## config.mk

```make
export PLATFORM = sky130hd
export DESIGN_NAME = smooth_weighted_round_robin_unit
export DESIGN_NICKNAME = d
export VERILOG_FILES = /design/src/rtl/smwrr_pkg.sv /design/src/rtl/smooth_weighted_round_robin_unit.sv /design/src/rtl/smwrr_alu.sv
export SDC_FILE = /design/constraint.sdc
export NUM_CORES = 1
export LEC_CHECK = 0
export ABC_AREA = 1
export BUFFER_PORTS_ARGS = -buffer_cell sky130_fd_sc_hd__buf_4
export CAP_MARGIN = 20
export CORE_MARGIN = 2
export CORE_UTILIZATION = 55
export DETAILED_ROUTE_END_ITERATION = 10
export GPL_TIMING_DRIVEN = 0
export PLACE_DENSITY = 0.71
export REMOVE_ABC_BUFFERS = 1
export SETUP_SLACK_MARGIN = 0.15
export SYNTH_ARGS = -nofsm -noshare
export SYNTH_HDL_FRONTEND = slang
export SYNTH_SLANG_ARGS = --single-unit
```

## constraint.sdc

```tcl
create_clock -name clk_i -period 19.85 [get_ports clk_i]
set_input_delay 0.9925 -clock clk_i [delete_from_list [all_inputs] [get_ports clk_i]]
set_output_delay 0.9925 -clock clk_i [all_outputs]
set_load 0.01 [all_outputs]
```

## src/rtl/smwrr_pkg.sv

```systemverilog
// shared constants and types for the smooth weighted round-robin picker
// no dependencies
package smwrr_pkg;

  localparam int MaxInstancesDef = 8;
  localparam int WeightBitsDef   = 8;

  localparam int CfgDataW = 64;
  localparam int CfgIdxW  = 1;
  localparam int CountW   = 4;
  localparam int RwW      = 16;
  localparam int PickW    = 3;

  localparam logic [CfgIdxW-1:0] RegInstanceCount = 1'd0;
  localparam logic [CfgIdxW-1:0] RegWeightTable   = 1'd1;

  localparam logic [CountW-1:0]   InstanceCountRst = 4'd8;
  localparam logic [CfgDataW-1:0] WeightTableRst   = 64'h0101_0101_0101_0101;

  localparam logic signed [RwW-1:0] RwMax = 16'sh7fff;
  localparam logic signed [RwW-1:0] RwMin = -16'sh8000;

  typedef enum logic {
    ALU_ADD,
    ALU_SUB
  } alu_op_e;

endpackage

```

## src/rtl/smooth_weighted_round_robin_unit.sv

```systemverilog
// smooth weighted round-robin picker, top level with sequencer
// depends on smwrr_pkg and smwrr_alu
//
// usage:
//   a request carries healthy_mask_i on in_valid_i/in_ready_o. the block
//   compacts the healthy instances below instance_count, accumulates the
//   weight total, walks the healthy positions adding each weight to its
//   running weight, picks the first strict maximum and takes the total off it.
//   the pick leaves on out_valid_o/out_ready_i as picked_index_o and
//   none_available_o (set when no instance is healthy, state untouched).
//   steps: an accept step, a scan over the first min(MAX_INSTANCES,8)
//   positions, a walk over each healthy position in turn (skipped when
//   none is healthy), a finish step; the single shared adder does the sums.
//   one request is in flight at a time; in_ready_o is high only when idle.
//   a finished pick sits in the output register until taken; a stalled
//   receiver holds the block in its finish step.
//   reset: instance_count 8, all weights 1, running weights and stored
//   count zero. configuration is a plain write port, no read-back.
module smooth_weighted_round_robin_unit
  import smwrr_pkg::*;
#(
  parameter int MAX_INSTANCES = MaxInstancesDef,
  parameter int WEIGHT_BITS   = WeightBitsDef
) (
  input  logic                 clk_i,
  input  logic                 rst_ni,
  input  logic                 cfg_we_i,
  input  logic [CfgIdxW-1:0]   cfg_idx_i,
  input  logic [CfgDataW-1:0]  cfg_data_i,
  input  logic                 in_valid_i,
  output logic                 in_ready_o,
  input  logic [7:0]           healthy_mask_i,
  output logic                 out_valid_o,
  input  logic                 out_ready_i,
  output logic [PickW-1:0]     picked_index_o,
  output logic                 none_available_o
);

  // only the eight mask bits can ever be healthy
  localparam int NPos  = (MAX_INSTANCES < 8) ? MAX_INSTANCES : 8;
  localparam int CW    = $clog2(NPos);
  localparam int NW    = $clog2(NPos + 1);
  localparam int TotW  = WEIGHT_BITS + 3;
  localparam int AW    = ((TotW > RwW) ? TotW : RwW) + 2;
  localparam int ShW   = 7;

  localparam logic [1:0] S_IDLE = 2'd0;
  localparam logic [1:0] S_SCAN = 2'd1;
  localparam logic [1:0] S_WALK = 2'd2;
  localparam logic [1:0] S_FIN  = 2'd3;

  // configuration registers
  logic [CountW-1:0]   inst_cnt_q;
  logic [CfgDataW-1:0] wtab_q;

  always_ff @(posedge clk_i or negedge rst_ni) begin
    if (!rst_ni) begin
      inst_cnt_q <= InstanceCountRst;
      wtab_q     <= WeightTableRst;
    end else if (cfg_we_i) begin
      case (cfg_idx_i)
        RegInstanceCount: inst_cnt_q <= cfg_data_i[CountW-1:0];
        RegWeightTable:   wtab_q     <= cfg_data_i;
        default:          ;
      endcase
    end
  end

  // weight of instance idx; bits beyond the table read as zero
  function automatic logic [WEIGHT_BITS-1:0] weight_at(logic [CfgDataW-1:0] tab,
                                                       logic [CW-1:0] idx);
    logic [2*CfgDataW-1:0] ext;
    logic [ShW-1:0]        shamt;
    shamt = ShW'(idx) * ShW'(WEIGHT_BITS);
    ext   = {{CfgDataW{1'b0}}, tab} >> shamt;
    return ext[WEIGHT_BITS-1:0];
  endfunction

  logic [1:0]                 state_q, state_d;
  logic [CW-1:0]              cnt_q, cnt_d;
  logic [NPos-1:0]            mask_q, mask_d;
  logic [NW-1:0]              n_q, n_d;
  logic [NW-1:0]              stored_q, stored_d;
  logic                       clr_q, clr_d;
  logic [TotW-1:0]            total_q, total_d;
  logic [CW-1:0]              p2i_q [NPos];
  logic signed [RwW-1:0]      rw_q [NPos];
  logic signed [RwW-1:0]      best_val_q, best_val_d;
  logic [CW-1:0]              best_pos_q, best_pos_d;
  logic [CW-1:0]              best_inst_q, best_inst_d;
  logic                       none_q, none_d;
  logic                       out_valid_q, out_valid_d;
  logic [PickW-1:0]           pick_q, pick_d;
  logic                       out_none_q, out_none_d;

  // shared adder
  alu_op_e                alu_op;
  logic signed [AW-1:0]   alu_a, alu_b, alu_sum;
  logic signed [RwW-1:0]  alu_sat;

  smwrr_alu #(
    .AW(AW)
  ) u_alu (
    .op_i (alu_op),
    .a_i  (alu_a),
    .b_i  (alu_b),
    .sum_o(alu_sum),
    .sat_o(alu_sat)
  );

  logic [WEIGHT_BITS-1:0] w_scan, w_walk;
  logic signed [RwW-1:0]  rw_old;
  logic                   slot_free;
  logic                   accept;
  logic [NPos-1:0]        mask_lim;

  assign w_scan    = weight_at(wtab_q, cnt_q);
  assign w_walk    = weight_at(wtab_q, p2i_q[cnt_q]);
  assign rw_old    = clr_q ? '0 : rw_q[cnt_q];
  assign slot_free = !out_valid_q || out_ready_i;
  assign accept    = in_valid_i && in_ready_o;

  // health bits at or above the instance limit are dropped
  always_comb begin
    for (int i = 0; i < NPos; i++) begin
      mask_lim[i] = healthy_mask_i[i] && (CountW'(i) < inst_cnt_q);
    end
  end

  // adder operand selection
  always_comb begin
    alu_op = ALU_ADD;
    alu_a  = AW'($signed({1'b0, total_q}));
    alu_b  = AW'($signed({1'b0, w_scan}));
    case (state_q)
      S_WALK: begin
        alu_a = AW'(rw_old);
        alu_b = AW'($signed({1'b0, w_walk}));
      end
      S_FIN: begin
        alu_op = ALU_SUB;
        alu_a  = AW'(best_val_q);
        alu_b  = AW'($signed({1'b0, total_q}));
      end
      default: ;
    endcase
  end

  // sequencer
  always_comb begin
    state_d     = state_q;
    cnt_d       = cnt_q;
    mask_d      = mask_q;
    n_d         = n_q;
    stored_d    = stored_q;
    clr_d       = clr_q;
    total_d     = total_q;
    best_val_d  = best_val_q;
    best_pos_d  = best_pos_q;
    best_inst_d = best_inst_q;
    none_d      = none_q;
    out_valid_d = out_valid_q && !out_ready_i;
    pick_d      = pick_q;
    out_none_d  = out_none_q;
    case (state_q)
      S_IDLE: begin
        if (accept) begin
          mask_d  = mask_lim;
          cnt_d   = '0;
          n_d     = '0;
          total_d = '0;
          state_d = S_SCAN;
        end
      end
      S_SCAN: begin
        if (mask_q[cnt_q]) begin
          n_d     = n_q + NW'(1);
          total_d = alu_sum[TotW-1:0];
        end
        if (cnt_q == CW'(NPos - 1)) begin
          cnt_d = '0;
          if (n_d == '0) begin
            none_d  = 1'b1;
            state_d = S_FIN;
          end else begin
            none_d   = 1'b0;
            clr_d    = (n_d != stored_q);
            stored_d = n_d;
            state_d  = S_WALK;
          end
        end else begin
          cnt_d = cnt_q + CW'(1);
        end
      end
      S_WALK: begin
        // first strict maximum wins
        if (cnt_q == '0 || alu_sat > best_val_q) begin
          best_val_d  = alu_sat;
          best_pos_d  = cnt_q;
          best_inst_d = p2i_q[cnt_q];
        end
        if (NW'(cnt_q) + NW'(1) == n_q) begin
          clr_d   = 1'b0;
          state_d = S_FIN;
        end else begin
          cnt_d = cnt_q + CW'(1);
        end
      end
      S_FIN: begin
        if (slot_free) begin
          out_valid_d = 1'b1;
          out_none_d  = none_q;
          pick_d      = none_q ? '0 : PickW'(best_inst_q);
          state_d     = S_IDLE;
        end
      end
      default: state_d = S_IDLE;
    endcase
  end

  always_ff @(posedge clk_i or negedge rst_ni) begin
    if (!rst_ni) begin
      state_q     <= S_IDLE;
      cnt_q       <= '0;
      n_q         <= '0;
      stored_q    <= '0;
      clr_q       <= 1'b0;
      none_q      <= 1'b0;
      out_valid_q <= 1'b0;
      for (int i = 0; i < NPos; i++) begin
        rw_q[i] <= '0;
      end
    end else begin
      state_q     <= state_d;
      cnt_q       <= cnt_d;
      n_q         <= n_d;
      stored_q    <= stored_d;
      clr_q       <= clr_d;
      none_q      <= none_d;
      out_valid_q <= out_valid_d;
      if (state_q == S_WALK) begin
        rw_q[cnt_q] <= alu_sat;
      end else if (state_q == S_FIN && slot_free && !none_q) begin
        rw_q[best_pos_q] <= alu_sat;
      end
    end
  end

  // payload registers
  always_ff @(posedge clk_i) begin
    mask_q      <= mask_d;
    total_q     <= total_d;
    best_val_q  <= best_val_d;
    best_pos_q  <= best_pos_d;
    best_inst_q <= best_inst_d;
    pick_q      <= pick_d;
    out_none_q  <= out_none_d;
    if (state_q == S_SCAN && mask_q[cnt_q]) begin
      p2i_q[n_q[CW-1:0]] <= cnt_q;
    end
  end

  assign in_ready_o       = (state_q == S_IDLE);
  assign out_valid_o      = out_valid_q;
  assign picked_index_o   = pick_q;
  assign none_available_o = out_none_q;

`ifndef SYNTHESIS
  a_accept_starts_scan: assert property (@(posedge clk_i) disable iff (!rst_ni)
    (in_valid_i && in_ready_o) |=> (state_q == S_SCAN))
    else $error("accepted request did not start the scan");

  a_walk_in_range: assert property (@(posedge clk_i) disable iff (!rst_ni)
    (state_q == S_WALK) |-> (n_q != '0 && NW'(cnt_q) < n_q))
    else $error("walk position beyond healthy count");

  a_none_picks_zero: assert property (@(posedge clk_i) disable iff (!rst_ni)
    (out_valid_o && none_available_o) |-> (picked_index_o == '0))
    else $error("none available but index nonzero");

  a_none_keeps_count: assert property (@(posedge clk_i) disable iff (!rst_ni)
    (state_q == S_FIN && none_q) |-> $stable(stored_q))
    else $error("stored count changed on an empty request");
`endif

endmodule

```

## src/rtl/smwrr_alu.sv

```systemverilog
// shared add/subtract unit with 16-bit signed saturation
// depends on smwrr_pkg
module smwrr_alu
  import smwrr_pkg::*;
#(
  parameter int AW = 21
) (
  input  alu_op_e                op_i,
  input  logic signed [AW-1:0]   a_i,
  input  logic signed [AW-1:0]   b_i,
  output logic signed [AW-1:0]   sum_o,
  output logic signed [RwW-1:0]  sat_o
);

  localparam logic signed [AW-1:0] MaxExt = AW'(RwMax);
  localparam logic signed [AW-1:0] MinExt = AW'(RwMin);

  always_comb begin
    case (op_i)
      ALU_ADD: sum_o = a_i + b_i;
      ALU_SUB: sum_o = a_i - b_i;
      default: sum_o = a_i + b_i;
    endcase
  end

  // clamp to the running weight range
  always_comb begin
    if (sum_o > MaxExt) begin
      sat_o = RwMax;
    end else if (sum_o < MinExt) begin
      sat_o = RwMin;
    end else begin
      sat_o = sum_o[RwW-1:0];
    end
  end

endmodule

```

==> results_dict.tcl <==
set metrics [dict create \
    cts.sinks 281 \
    cpMaxStageDelayCell "dfrtp_4" \
    multiInputGateArea_um2 6440 \
    grt_pass1_wl_um 64400 \
    drt_iter0_drc 1226 \
    clockBufferDepth 3 \
    yosysUniqueCellTypes 50 \
    finalMaxSlewViolations 0 \
    viasPerCell 5.39 \
    crit_buf_inv 4 \
    grt_pass1_vias 12800 \
    period_share 0.518 \
    rsz0062_at_grt "false" \
    cpMostUsedCell "nand2_1" \
    synth_async_sr_flop_share 0.754 \
    cap_violations 0 \
    gp_congestion 0.894 \
    fin_skew_ns 0.00965 \
    nets 2153 \
    drive_gt1_frac 0.124 \
    post-route-min-period_ns 10.27 \
    area.sequential_um2 7390 \
    firstDrtPassIters 6 \
    worstPathMaxFanout 85 \
    syn_avg_cell_area_um2 7.86 \
    setup_viol 0 \
    grt_overflow 0 \
    worstPathArrival_ns 10.54 \
    syn_area_um2 15700 \
    finalWirelength_um 39300 \
    cts.repair.resized 0 \
    hpwl_um 25800 \
    synth_edf_count 69 \
    antenna_found_initial 0 \
    cp_data_required_time_ns 20.11 \
    critPathTopFamily "simple AND/OR/NAND/NOR gates" \
    cts_tree "built" \
    antenna_left 0 \
    holdCritPathClass "flip-flop to flip-flop" \
    die-area_um2 29800 \
    yosys_register_bits 281 \
    root_buffer "clkbuf_16" \
    cts_setup_buffers 0 \
    pin_count 84 \
    grt_use_total 0.262 \
    antenna_cells 0 \
    port_buffers 83 \
    worst_slew_pin_slew_ns 1.17 \
    cp-end-kind "flip-flop" \
    post-route-drc-count 0 \
    slowest_delay_ns 1.02 \
    cts_hold_buf 0 \
    nFillCells 2440 \
    fmax_ghz 0.0973 \
    finalSetupTns_ns 0 \
    synthCells 1994 \
    die_w_um 173 \
    cts_buffers 31 \
    wl_per_cell_um 16.1 \
    start_kind "flip-flop" \
    die_h_um 173 \
    yosysWarningCount 0 \
    path_class "flip-flop to flip-flop" \
    hold_viol 0 \
    ys.flop_type "dfrtp_1" \
    area_growth_syn_to_layout_pct 12.0 \
    clk_latency_ns 0.57 \
    num_vias 13100 \
    rows 61 \
    ys_seq_area_frac 0.472 \
    relSlewSlack 0.214 \
    fin_ws_ns 9.58 \
    start_util 0.561 \
    grt_start_max_net_pins 109 \
    status "finished, final reports clean" \
    detailedPlace.worstSlack_ns 9.66 \
    clk_pin_slew_ns 0.06 \
    coreArea_um2 27900 \
    htreeDepth 1 \
]
==> placed cells by master (no fill, tap or decap), types with 4 or more instances in the layout <==
cell type,instances
nand2_2,9
buf_4,83
dfrtp_1,202
nor2_1,115
clkinv_1,4
buf_16,5
or2_2,55
o211ai_1,10
o22ai_1,19
dfstp_2,9
clkbuf_1,9
a21boi_0,7
nand4_1,4
nand2_4,11
ha_1,41
a221oi_1,4
a22oi_1,11
nor3_1,4
edfxtp_1,69
inv_2,8
nand2_1,423
a31oi_1,5
clkinv_2,4
o21ai_1,4
nand3_1,211
inv_1,371
nand3b_1,7
clkbuf_16,31
o21a_1,4
xor2_1,17
mux2_2,15
a21oi_1,121
xnor2_1,5
o21ai_0,118
==> Yosys cell counts, drive strengths merged, types with 2 or more instances <==
library cell,count,area (um^2)
o21a,4,30.0
ha,41,513
or2,55,344
o21ai,123,619
nand3,215,1100
xor2,17,149
mux2,15,169
a211oi,2,15.0
buf,44,269
clkinv,3,11.3
xnor2,5,43.8
nand3b,7,52.6
inv,379,1420
nand2,443,1760
dfstp,9,236
edfxtp,69,2070
a21oi,122,611
nand4,4,25.0
dfrtp,203,5080
a31oi,5,31.3
o211ai,10,75.1
a21o,2,15.0
nor2,118,450
clkbuf,42,158
a221oi,4,35.0
o21bai,3,22.5
a21boi,8,60.1
o22ai,19,119
nor3,4,20.0
a22oi,11,82.6
==> flip-flops by register name (all words and copies together) (netlist names), 4 cells and up <==
signal      flops
p2i_q          24
inst_cnt_q      4
total_q        11
wtab_q         64
mask_q          8
n_q             4
rw_q          128
best_val_q     16
stored_q        4
==> layout make-up <==
cell class	count	area share
multi-input cells	1245	0.367
repair buffers	92	0.0468
clock buffers	43	0.0485
clock inverters	12	0.00827
inverters	382	0.0817
well taps	378	0.0269
flip-flops and latches	281	0.421
==> layer usage <==
layer  routed length, um  track usage  share of wire  up-vias
met5                   0            0              0        -
met4                1250       0.0897          0.032        0
met1               17100        0.352           0.43     6224
li1                    -            -              -     6409
met3                2410       0.0372          0.061       88
met2               18600        0.440           0.47      396
==> tightest hold or removal path, delay by kind of cell, from the launching register on <==
family	cells	cell delay, ns
compound gates	1	0.06
buf+inv	1	0.06
flops	1	0.36
==> kinds of logic (layout without fill, tap and decap cells) <==
logic type / count (synthesis) / in the layout / synth area share
and+or+nand+nor: 847 / 847 / 0.240
buffers and inverters: 468 / 529 / 0.119
AOI/OAI and AO/OA: 319 / 319 / 0.113
DFF: 281 / 281 / 0.472
adders and majority gates: 42 / 42 / 0.0340
xor gates and xnor gates: 22 / 22 / 0.0123
muxes: 15 / 15 / 0.0108
==> worst paths after layout <==
check	startpoint	slack, ns	cells after the start	end
worst max-delay path	cnt_q[0]$_DFFE_PN0P_	9.58	42	best_val_q[4]$_DFFE_PP_
worst max register to register	cnt_q[0]$_DFFE_PN0P_	9.58	42	best_val_q[4]$_DFFE_PP_
max in group asynchronous	rst_ni	18.30	2	rw_q[54]$_DFFE_PN0P_
min in group asynchronous	rst_ni	0.50	1	wtab_q[60]$_DFFE_PN0P_
worst min-delay path	wtab_q[56]$_DFFE_PN1P_	0.48	2	wtab_q[56]$_DFFE_PN1P_
worst min register to register	wtab_q[56]$_DFFE_PN1P_	0.48	2	wtab_q[56]$_DFFE_PN1P_
==> metrics by stage <==
step	instances	cell area, um^2	hold WS [ns]	util
CTS	2431	17500	0.480	0.627
global route	2433	17600	0.498	0.628
floorplan	1908	15200	0.451	-
detailed placement	2376	16500	0.469	0.591
global placement	2369	16300	0.463	0.585
finish	2433	17600	0.480	0.628
Power is not shown: default switching activity piles up to over one toggle a cycle in this logic, so the estimate is an artifact.
